$ cat config.mk
export PLATFORM = sky130hd
export DESIGN_NAME = process_slot_table_scheduler
export DESIGN_NICKNAME = d
export VERILOG_FILES = /design/src/design/pst_pkg.sv /design/src/design/process_slot_table_scheduler.sv
export VERILOG_INCLUDE_DIRS = /design/src /design/src/design
export SDC_FILE = /design/constraint.sdc
export NUM_CORES = 2
export LEC_CHECK = 0
export BUFFER_PORTS_ARGS = -buffer_cell sky130_fd_sc_hd__buf_4
export CORE_UTILIZATION = 45
export DETAILED_ROUTE_END_ITERATION = 8
export HOLD_SLACK_MARGIN = 0.03
export SYNTH_ARGS = -nofsm -noshare
export SYNTH_HDL_FRONTEND = slang
export SYNTH_MEMORY_MAX_BITS = 65536
export SYNTH_SLANG_ARGS = --single-unit
$ cat constraint.sdc
create_clock -name clk -period 10.4 [get_ports clk]
set_input_delay 1.04 -clock clk [delete_from_list [all_inputs] [get_ports clk]]
set_output_delay 1.04 -clock clk [all_outputs]
set_load 0.005 [all_outputs]
$ cat src/design/assert_macros.svh
// Assertion macros shared by the scheduler RTL.
`ifndef ASSERT_MACROS_SVH
`define ASSERT_MACROS_SVH

// Same-cycle implication, disabled during reset.
`define ASSERT_IMPLIES(label, ante, cons) \
    label: assert property (@(posedge clk) disable iff (!rst_n) (ante) |-> (cons)) \
        else $error("assertion failed: implication");

// Next-cycle implication, disabled during reset.
`define ASSERT_NEXT(label, ante, cons) \
    label: assert property (@(posedge clk) disable iff (!rst_n) (ante) |=> (cons)) \
        else $error("assertion failed: next-cycle implication");

`endif

$ cat src/design/pst_pkg.sv
// Types and codes for the process slot table scheduler.
package pst_pkg;

    localparam logic [2:0] REQ_ALLOC    = 3'd0;
    localparam logic [2:0] REQ_COMMIT   = 3'd1;
    localparam logic [2:0] REQ_RELEASE  = 3'd2;
    localparam logic [2:0] REQ_DISPATCH = 3'd3;
    localparam logic [2:0] REQ_YIELD    = 3'd4;
    localparam logic [2:0] REQ_SLEEP    = 3'd5;
    localparam logic [2:0] REQ_WAKEUP   = 3'd6;

    localparam logic [2:0] RC_OK           = 3'd0;
    localparam logic [2:0] RC_FULL         = 3'd1;
    localparam logic [2:0] RC_NONE_READY   = 3'd2;
    localparam logic [2:0] RC_NONE_RUNNING = 3'd3;
    localparam logic [2:0] RC_BAD_STATE    = 3'd4;

    localparam logic [2:0] SS_UNUSED   = 3'd0;
    localparam logic [2:0] SS_EMBRYO   = 3'd1;
    localparam logic [2:0] SS_READY    = 3'd2;
    localparam logic [2:0] SS_RUNNING  = 3'd3;
    localparam logic [2:0] SS_SLEEPING = 3'd4;

    localparam logic [6:0] WOKEN_MAX = 7'd64;

    typedef struct packed {
        logic [2:0]  req_type;
        logic [5:0]  slot;
        logic [31:0] channel;
    } req_t;

    typedef struct packed {
        logic [2:0]  status_code;
        logic [5:0]  slot_out;
        logic [31:0] pid;
        logic [6:0]  woken_count;
    } rsp_t;

endpackage

$ cat src/design/process_slot_table_scheduler.sv
// Process slot table scheduler: status and pid/channel memories with a scan sequencer.
// Yield, sleep and rejected items give their result in the cycle after acceptance; commit
// and release read the slot status, then check it and register the result; alloc and dispatch
// scan until a match or all NUM_SLOTS are read; wakeup always reads every slot, all through
// the one status read port. Items are taken one at a time, the next accepted once busy drops.
// Reset: a clearing pass writes every status entry unused, with busy high.
`include "assert_macros.svh"

module process_slot_table_scheduler
    import pst_pkg::*;
#(
    parameter int NUM_SLOTS = 64
) (
    input  logic clk,
    input  logic rst_n,
    input  logic start,
    output logic busy,
    input  req_t req,
    output logic done,
    output rsp_t result
);

    localparam int AW = (NUM_SLOTS > 1) ? $clog2(NUM_SLOTS) : 1;
    localparam int CW = $clog2(NUM_SLOTS + 1);
    localparam logic [AW-1:0] LAST_IDX = AW'(NUM_SLOTS - 1);
    localparam logic [CW-1:0] CNT_FULL = CW'(NUM_SLOTS);
    localparam logic [CW-1:0] CNT_LAST = CW'(NUM_SLOTS - 1);

    localparam logic [1:0] ST_CLEAR = 2'd0;
    localparam logic [1:0] ST_IDLE  = 2'd1;
    localparam logic [1:0] ST_SCAN  = 2'd2;
    localparam logic [1:0] ST_CHECK = 2'd3;

    typedef struct packed {
        logic [31:0] pid;
        logic [31:0] chan;
    } info_t;

    logic [2:0] status_mem [NUM_SLOTS];
    info_t      info_mem   [NUM_SLOTS];
    logic [2:0] status_q;
    info_t      info_q;

    logic [1:0]    state_reg, state_next;
    logic [2:0]    op_reg, op_next;
    logic [AW-1:0] slot_reg, slot_next;
    logic [AW-1:0] clr_addr_reg, clr_addr_next;
    logic [AW-1:0] iss_addr_reg, iss_addr_next;
    logic [CW-1:0] iss_cnt_reg, iss_cnt_next;
    logic          chk_valid_reg, chk_valid_next;
    logic [AW-1:0] chk_addr_reg, chk_addr_next;
    logic          chk_last_reg, chk_last_next;
    logic [6:0]    woken_reg, woken_next;
    logic [31:0]   chan_reg, chan_next;
    logic [31:0]   pid_cnt_reg, pid_cnt_next;
    logic [AW-1:0] scan_pos_reg, scan_pos_next;
    logic [AW-1:0] run_slot_reg, run_slot_next;
    logic          run_valid_reg, run_valid_next;
    logic          done_reg, done_next;
    rsp_t          result_reg, result_next;

    logic          accept;
    logic [AW-1:0] rd_addr;
    logic          st_we;
    logic [AW-1:0] st_waddr;
    logic [2:0]    st_wdata;
    logic          pid_we, chan_we;
    logic [AW-1:0] info_waddr;
    logic [31:0]   info_wpid, info_wchan;
    logic          slot_in_range;

    assign accept = start && (state_reg == ST_IDLE);
    assign slot_in_range = 32'(req.slot) < 32'(NUM_SLOTS);

    always_comb
    begin
        state_next     = state_reg;
        op_next        = op_reg;
        slot_next      = slot_reg;
        clr_addr_next  = clr_addr_reg;
        iss_addr_next  = iss_addr_reg;
        iss_cnt_next   = iss_cnt_reg;
        chk_valid_next = 1'b0;
        chk_addr_next  = chk_addr_reg;
        chk_last_next  = chk_last_reg;
        woken_next     = woken_reg;
        chan_next      = chan_reg;
        pid_cnt_next   = pid_cnt_reg;
        scan_pos_next  = scan_pos_reg;
        run_slot_next  = run_slot_reg;
        run_valid_next = run_valid_reg;
        done_next      = 1'b0;
        result_next    = '0;
        rd_addr        = iss_addr_reg;
        st_we          = 1'b0;
        st_waddr       = chk_addr_reg;
        st_wdata       = SS_UNUSED;
        pid_we         = 1'b0;
        chan_we        = 1'b0;
        info_waddr     = chk_addr_reg;
        info_wpid      = pid_cnt_reg;
        info_wchan     = chan_reg;

        case (state_reg)
            ST_CLEAR:
            begin
                st_we    = 1'b1;
                st_waddr = clr_addr_reg;
                st_wdata = SS_UNUSED;
                clr_addr_next = clr_addr_reg + 1'b1;
                if (clr_addr_reg == LAST_IDX)
                begin
                    state_next = ST_IDLE;
                end
            end

            ST_IDLE:
            begin
                if (accept)
                begin
                    op_next    = req.req_type;
                    chan_next  = req.channel;
                    woken_next = '0;
                    case (req.req_type)
                        REQ_ALLOC, REQ_DISPATCH, REQ_WAKEUP:
                        begin
                            if (req.req_type == REQ_DISPATCH && run_valid_reg)
                            begin
                                done_next = 1'b1;
                                result_next.status_code = RC_BAD_STATE;
                            end
                            else
                            begin
                                rd_addr = (req.req_type == REQ_DISPATCH) ? scan_pos_reg : '0;
                                iss_addr_next  = (rd_addr == LAST_IDX) ? '0 : rd_addr + 1'b1;
                                iss_cnt_next   = CW'(1);
                                chk_valid_next = 1'b1;
                                chk_addr_next  = rd_addr;
                                chk_last_next  = (NUM_SLOTS == 1);
                                state_next     = ST_SCAN;
                            end
                        end
                        REQ_COMMIT, REQ_RELEASE:
                        begin
                            if (slot_in_range)
                            begin
                                rd_addr    = AW'(req.slot);
                                slot_next  = AW'(req.slot);
                                state_next = ST_CHECK;
                            end
                            else
                            begin
                                done_next = 1'b1;
                                result_next.status_code = RC_BAD_STATE;
                            end
                        end
                        REQ_YIELD, REQ_SLEEP:
                        begin
                            done_next = 1'b1;
                            if (!run_valid_reg)
                            begin
                                result_next.status_code = RC_NONE_RUNNING;
                            end
                            else
                            begin
                                st_we      = 1'b1;
                                st_waddr   = run_slot_reg;
                                info_waddr = run_slot_reg;
                                if (req.req_type == REQ_YIELD)
                                begin
                                    st_wdata = SS_READY;
                                end
                                else
                                begin
                                    st_wdata   = SS_SLEEPING;
                                    chan_we    = 1'b1;
                                    info_wchan = req.channel;
                                end
                                run_valid_next = 1'b0;
                                result_next.status_code = RC_OK;
                            end
                        end
                        default:
                        begin
                            done_next = 1'b1;
                            result_next.status_code = RC_BAD_STATE;
                        end
                    endcase
                end
            end

            ST_SCAN:
            begin
                if (iss_cnt_reg != CNT_FULL)
                begin
                    rd_addr        = iss_addr_reg;
                    iss_addr_next  = (iss_addr_reg == LAST_IDX) ? '0 : iss_addr_reg + 1'b1;
                    iss_cnt_next   = iss_cnt_reg + 1'b1;
                    chk_valid_next = 1'b1;
                    chk_addr_next  = iss_addr_reg;
                    chk_last_next  = (iss_cnt_reg == CNT_LAST);
                end
                if (chk_valid_reg)
                begin
                    case (op_reg)
                        REQ_ALLOC:
                        begin
                            if (status_q == SS_UNUSED)
                            begin
                                st_we    = 1'b1;
                                st_wdata = SS_EMBRYO;
                                pid_we   = 1'b1;
                                pid_cnt_next = pid_cnt_reg + 1'b1;
                                done_next  = 1'b1;
                                result_next.status_code = RC_OK;
                                result_next.slot_out    = 6'(chk_addr_reg);
                                result_next.pid         = pid_cnt_reg;
                                state_next = ST_IDLE;
                            end
                            else if (chk_last_reg)
                            begin
                                done_next  = 1'b1;
                                result_next.status_code = RC_FULL;
                                state_next = ST_IDLE;
                            end
                        end
                        REQ_DISPATCH:
                        begin
                            if (status_q == SS_READY)
                            begin
                                st_we          = 1'b1;
                                st_wdata       = SS_RUNNING;
                                run_slot_next  = chk_addr_reg;
                                run_valid_next = 1'b1;
                                scan_pos_next  = (chk_addr_reg == LAST_IDX) ? '0 :
                                                 chk_addr_reg + 1'b1;
                                done_next  = 1'b1;
                                result_next.status_code = RC_OK;
                                result_next.slot_out    = 6'(chk_addr_reg);
                                result_next.pid         = info_q.pid;
                                state_next = ST_IDLE;
                            end
                            else if (chk_last_reg)
                            begin
                                done_next  = 1'b1;
                                result_next.status_code = RC_NONE_READY;
                                state_next = ST_IDLE;
                            end
                        end
                        default:
                        begin
                            if (status_q == SS_SLEEPING && info_q.chan == chan_reg)
                            begin
                                st_we    = 1'b1;
                                st_wdata = SS_READY;
                                if (woken_reg != WOKEN_MAX)
                                begin
                                    woken_next = woken_reg + 1'b1;
                                end
                            end
                            if (chk_last_reg)
                            begin
                                done_next  = 1'b1;
                                result_next.status_code = RC_OK;
                                result_next.woken_count = woken_next;
                                state_next = ST_IDLE;
                            end
                        end
                    endcase
                end
            end

            ST_CHECK:
            begin
                done_next  = 1'b1;
                state_next = ST_IDLE;
                if (status_q == SS_EMBRYO)
                begin
                    st_we    = 1'b1;
                    st_waddr = slot_reg;
                    st_wdata = (op_reg == REQ_COMMIT) ? SS_READY : SS_UNUSED;
                    result_next.status_code = RC_OK;
                end
                else
                begin
                    result_next.status_code = RC_BAD_STATE;
                end
            end

            default:
            begin
                state_next = ST_IDLE;
            end
        endcase
    end

    always_ff @(posedge clk)
    begin
        if (st_we)
        begin
            status_mem[st_waddr] <= st_wdata;
        end
        status_q <= status_mem[rd_addr];
    end

    always_ff @(posedge clk)
    begin
        if (pid_we)
        begin
            info_mem[info_waddr].pid <= info_wpid;
        end
        if (chan_we)
        begin
            info_mem[info_waddr].chan <= info_wchan;
        end
        info_q <= info_mem[rd_addr];
    end

    always_ff @(posedge clk or negedge rst_n)
    begin
        if (!rst_n)
        begin
            state_reg     <= ST_CLEAR;
            clr_addr_reg  <= '0;
            chk_valid_reg <= 1'b0;
            pid_cnt_reg   <= '0;
            scan_pos_reg  <= '0;
            run_slot_reg  <= '0;
            run_valid_reg <= 1'b0;
            done_reg      <= 1'b0;
            result_reg    <= '0;
        end
        else
        begin
            state_reg     <= state_next;
            clr_addr_reg  <= clr_addr_next;
            chk_valid_reg <= chk_valid_next;
            pid_cnt_reg   <= pid_cnt_next;
            scan_pos_reg  <= scan_pos_next;
            run_slot_reg  <= run_slot_next;
            run_valid_reg <= run_valid_next;
            done_reg      <= done_next;
            result_reg    <= result_next;
        end
    end

    always_ff @(posedge clk)
    begin
        op_reg       <= op_next;
        slot_reg     <= slot_next;
        iss_addr_reg <= iss_addr_next;
        iss_cnt_reg  <= iss_cnt_next;
        chk_addr_reg <= chk_addr_next;
        chk_last_reg <= chk_last_next;
        woken_reg    <= woken_next;
        chan_reg     <= chan_next;
    end

    assign busy   = (state_reg != ST_IDLE);
    assign done   = done_reg;
    assign result = result_reg;

    `ASSERT_IMPLIES(a_done_has_cause, done, $past(busy || start))
    `ASSERT_IMPLIES(a_no_dispatch_while_running,
                    state_reg == ST_SCAN && op_reg == REQ_DISPATCH, !run_valid_reg)
    `ASSERT_IMPLIES(a_fail_fields_zero, done && result.status_code != RC_OK,
                    result.pid == '0 && result.slot_out == '0 && result.woken_count == '0)
    `ASSERT_NEXT(a_yield_clears_running,
                 accept && (req.req_type == REQ_YIELD || req.req_type == REQ_SLEEP),
                 !run_valid_reg && done)

endmodule

; Word-level counts from Yosys, hierarchy flattened
; Memory sizes are Yosys's and may differ from the RTL's. A register that Yosys moved wholly into a read port is not among the register bits.
; Cells that the tools add are included.
[totals]
register_bits = 171
ramBits = 4288
output_inout_bits = 50
n_memories = 2
[memory_table]
columns = memory, words, width, rd, rd_ports_with_merged_regs, wr, line_no
row1 = info_mem, 64, 64, 1, 1, 1, process_slot_table_scheduler.sv:40  ; info_t info_mem [NUM_SLOTS];
row2 = status_mem, 64, 3, 1, 1, 1, process_slot_table_scheduler.sv:39  ; logic [2:0] status_mem [NUM_SLOTS];
[classes]
addsub = 7
eq_ne = 35
n_mux = 129
reduce_logical = 20
[ops]
columns = op, n
row1 = two-way mux 32 bit, 5
row2 = two-way mux 6 bit, 20
row3 = two-way mux 7 bit, 11
row4 = two-way mux 38 bit, 2
row5 = case mux 38 bit (2 select lines), 1
row6 = two-way mux 48 bit, 1
row7 = two-way mux 45 bit, 1
row8 = two-way mux 1 bit, 44
row9 = case mux 6 bit (2 select lines), 3
row10 = "adder 32 x 1 -> 32 bit, second input constant", 1
row11 = == test 32 bit, 1
row12 = case mux 7 bit (2 select lines), 2
row13 = two-way mux 3 bit, 9
row14 = two-way mux 2 bit, 13
row15 = "adder 6 x 1 -> 6 bit, second input constant", 4
row16 = "== test 6 bit, second input constant", 4
row17 = case mux 3 bit (3 select lines), 2
row18 = case mux 6 bit (3 select lines), 1
row19 = "adder 7 x 1 -> 7 bit, second input constant", 2
row20 = "!= test 2 bit, second input constant", 7
row21 = "!= test 7 bit, second input constant", 2
row22 = "== test 3 x 2 -> 1 bit, second input constant", 4
row23 = "== test 3 bit, second input constant", 4
row24 = case mux 1 bit (2 select lines), 6
row25 = 24 further kinds, 41

; Logic depth before layout (Yosys ltp)
[depth]
word_depth = 8
depth_mapped = 15
depth_no_buf = 11

; Worst setup path before layout
; Ideal clock, no wire load.
[synth_timing]
path_type = input -> register
start = in start
end = mem info_mem[32][0] (netlist bit), enable pin
setup_ps = 421
arrival_time_ps = 4231
required_time_ps = 9979
slack_ps = 5748
stages = 8
path_buffers = 2
path_cell_list = nand2_1 > inv_2 > nand4b_2 > buf_4 > mux2i_1 > nand3_1 > clkbuf_1 > nor2_1
[synth_via]
elab_chain_len = 5
elab_cells_between_ends = 7
classes_between = mux: 6 / reduce/logical: 1
[synth_rtl]
columns = item, line_no
row1 = from (decl), process_slot_table_scheduler.sv:16  ; input logic start,
row2 = logical AND 1 bit (*), process_slot_table_scheduler.sv:72  ; assign accept = start && (state_reg == ST_IDLE);
row3 = two-way mux 1 bit, process_slot_table_scheduler.sv:119  ; if (accept)
row4 = two-way mux 1 bit, process_slot_table_scheduler.sv:104  ; case (state_reg)
row5 = two-way mux 1 bit, process_slot_table_scheduler.sv:312  ; if (chan_we)
row6 = two-way mux 1 bit (implied by the code), process_slot_table_scheduler.sv:314  ; info_mem[info_waddr].chan <= info_wchan;
row7 = to (decl), process_slot_table_scheduler.sv:40
; Mark *: on every way between the ends. The rest lies on a longest branch, timed or not.

; Final worst setup path
[layout_timing]
start = reg state_reg[1]
end = reg, netlist name info_q[55]
[layout_via]
elab_chain_len = 4
[layout_rtl]
columns = item, line_no
row1 = from (decl), process_slot_table_scheduler.sv:44  ; logic [1:0] state_reg, state_next;
row2 = from (signal assigned), process_slot_table_scheduler.sv:335  ; state_reg <= state_next;
row3 = == test 2 x 1 -> 1 bit (*), "process_slot_table_scheduler.sv:72, process_slot_table_scheduler.sv:104"
row4 = logical AND 1 bit, process_slot_table_scheduler.sv:72
row5 = two-way mux 6 bit, process_slot_table_scheduler.sv:119
row6 = two-way mux 6 bit (*), -
; Marked as above.
; A chain may end at the register's enable or synchronous reset.

==> run metrics <==
result of the run finished, final reports clean; count of instances resized after the clock tree is built 0; Syn-to-layout area delta 12.5%; DR pass1 iterations 7; PD cells 231 mW/mm²; post-layout power 45.9 mW; hold buffer count at cts 1; nature of the critical path endpoint flop; Final Cell Area 0.198 mm²; largest registers ranked by flip-flop count info_mem x4096, status_mem x192, info_q x64; fin nets 12500; sequence of cells on the critical path inv_1 > ha_1 > nand2_1 > inv_2 > o21ai_4 > a22oi_2 > buf_4 > buf_12 > buf_4 > mux2i_1 > o21ai_1 > nor4_1 > nor4_1 > buf_4 > o21a_1; number of fill cells in the layout 32200; largest net degree at the start of global routing 160; flip-flop count of the largest register after layout 4096; endpoint of the worst setup timing path info_q[55]; arrival time of data at the critical path endpoint 7610 ps; DR DRC count 0; hold slack 248 ps; async set-reset flop share out of synthesis 2.28%; setup violators final 0; IO Pins 94; setup repair after global routing missed its margin no; via count of the routed design 109000; worst slack after detailed placement 3680 ps; required time worst endpoint 11340 ps; Most common cell on crit path buf_4; share of the cycle needed by the critical path after routing 64.2%; global-route total usage across every layer 26.5%; slew margin rel. 2.68%; Top reg by flops info_mem; most frequent standard cell in the layout excluding fill and tap cells edfxtp_1; largest fanout on the critical path 117; Starting DRT DRC Count 13900; Longest Clk Path Bufs 4; TritonCTS buffer count 448; Initial Util 45.3%; antenna violations before repair 22; Worst-path clk slew 60 ps; worst setup path startpoint state_reg[1]; total grt overflow 0; fraction of final layout cells with drive strength greater than 1 10.6%; placeable core region 0.390 mm²; setup ws final 3730 ps; kind of start point of the critical path flop; number of synthesized register bits 4526; H-tree Lvls 5; DIE AREA 0.395 mm²; remaining number of nets flagged by the antenna check after routing 0; post-synthesis cell type count 76; cell count after synthesis 12300; Main synth FF type edfxtp_1; Slew Viols, Final 0; Max Freq 150 MHz; utilization of the core after routing 50.9%; highest cell delay on the worst timing path 1070 ps; number of enable-type register cells in the synthesized netlist 4356; clock tree sinks 4526; actual transition at the worst max-transition pin 1450 ps; first-pass GRT wire length 759000 µm; sequential fraction of the synthesis area 76.4%; post-detailed-placement cell area 0.184 mm²; port bufs 93; routed via count divided by cell count 6.03; Placed Cells incl. Taps 17200; final number of hold-violating endpoints 0; Worst-Skew Late Latency 1030 ps; Mapped Area 0.176 mm²; clock tree from TritonCTS yes; Max-cap violations 0; most frequent cells in the layout edfxtp_1 (4356), nand2_1 (2851), a21oi_1 (1083), mux2i_1 (797), nor4_1 (500); worst min-delay path startpoint req[15]; cells on worst reg2reg path 15; summed negative setup slack over all endpoints 0 ps; overall die width 628 µm; kind of path behind the tightest hold check input port to flop; number of nets in the synthesized netlist 12400; shortest clock period the worst path allows after layout 6670 ps; number of non-filler instances in the completed layout 18000; setup bufs post-CTS 0; leakage power 65.8 nW; detail-routed net length per standard cell 29.7 µm; endpoint of the lowest-slack register-to-register path info_q[55]; Layout Skew 67.0 ps; routed wire length 536000 µm; startpoint-to-endpoint class of the critical path flop to flop; floorplan die height 628 µm; reg-to-reg startpoint state_reg[1]; CTS root buf clkbuf_16; HPWL after detailed placement 288000 µm; warnings from Yosys 0; via count of the first global-routing pass 105000; Register-to-Register Setup Slack 3730 ps; Critical Path Slowest Stage Cell nor4_1; worst vdd ir 0.190 mV; final weighted congestion in routability-driven placement 0.877; post-synthesis area per instance 14.3 µm²; row count 229
## critical path: cells and delay by family, from the launching register on
kind / cells / cell delay (ps)
and+or+nand+nor: 3 / 1430
AOI/OAI and AO/OA: 4 / 1390
muxes: 1 / 140
adders and majority gates: 1 / 450
DFF: 1 / 410
buffers and inverters: 6 / 2540
## cells in the mapped netlist (63+ instances only)
cell      instances  area (µm²)
buf_4           111         833
mux2i_1         799        8000
edfxtp_1       4356      131000
a31oi_1          63         394
o21ai_0         125         626
dfxtp_1          67        1340
buf_2           276        1380
nand3_1         420        2100
nor3_1           80         400
a21oi_1        1084        5430
dfrtp_1         103        2580
o22ai_1         327        2050
clkbuf_1        287        1080
nor2_1          285        1070
nand2_1        2895       10900
nor4_1          529        3310
## where the power goes
group / internal, mW / switching [mW]
sequential: 20.5 / 0.293
clock: 8.85 / 6.81
combinational: 2.53 / 6.90
## area by class of cell
| class | count | area (µm²) | share of cell area, % |
|---|---|---|---|
| Tap cell | 5197 | 6500 | 3.28 |
| Multi-Input combinational cell | 7042 | 39400 | 19.8 |
| Clock inverter | 234 | 1960 | 0.987 |
| Antenna cell | 4 | 10.0 | 0.00504 |
| Timing Repair Buffer | 447 | 3740 | 1.89 |
| Inverter | 13 | 48.8 | 0.0246 |
| Clock buffer | 585 | 12100 | 6.08 |
| Sequential cell | 4526 | 135000 | 67.9 |
## per-layer routing
metal | vias to the layer above | share of wire, % | global-route usage, %
met1 | 55600 | 39 | 36.4
li1 | 46500 | - | -
met2 | 5763 | 46 | 42.1
met3 | 1042 | 9.5 | 4.00
met5 | - | 0.0086 | 0.0362
met4 | 6 | 5.1 | 12.1
## kinds of logic (layout without fill, tap and decap cells)
| kind of cell | after synthesis | in the layout | share of synthesized area [%] |
|---|---|---|---|
| compound gates | 1823 | 1823 | 5.85 |
| xor+xnor | 86 | 86 | 0.427 |
| fa+ha+maj | 13 | 13 | 0.0922 |
| buf+inv | 762 | 1279 | 2.18 |
| flops | 4526 | 4526 | 76.4 |
| mux | 816 | 816 | 4.65 |
| other cells | 0 | 4 | 0 |
| simple gates | 4304 | 4304 | 10.4 |
## worst min path at each step
stage	end	depth (start not counted)
after floorplan	scan_pos_reg[1]	2
after global placement	run_slot_reg[3]	1
after detailed placement	run_slot_reg[3]	1
after CTS	chan_reg[3]	1
after global routing	chan_reg[15]	1
final	chan_reg[15]	1
Power figures use the tool's default switching activity.
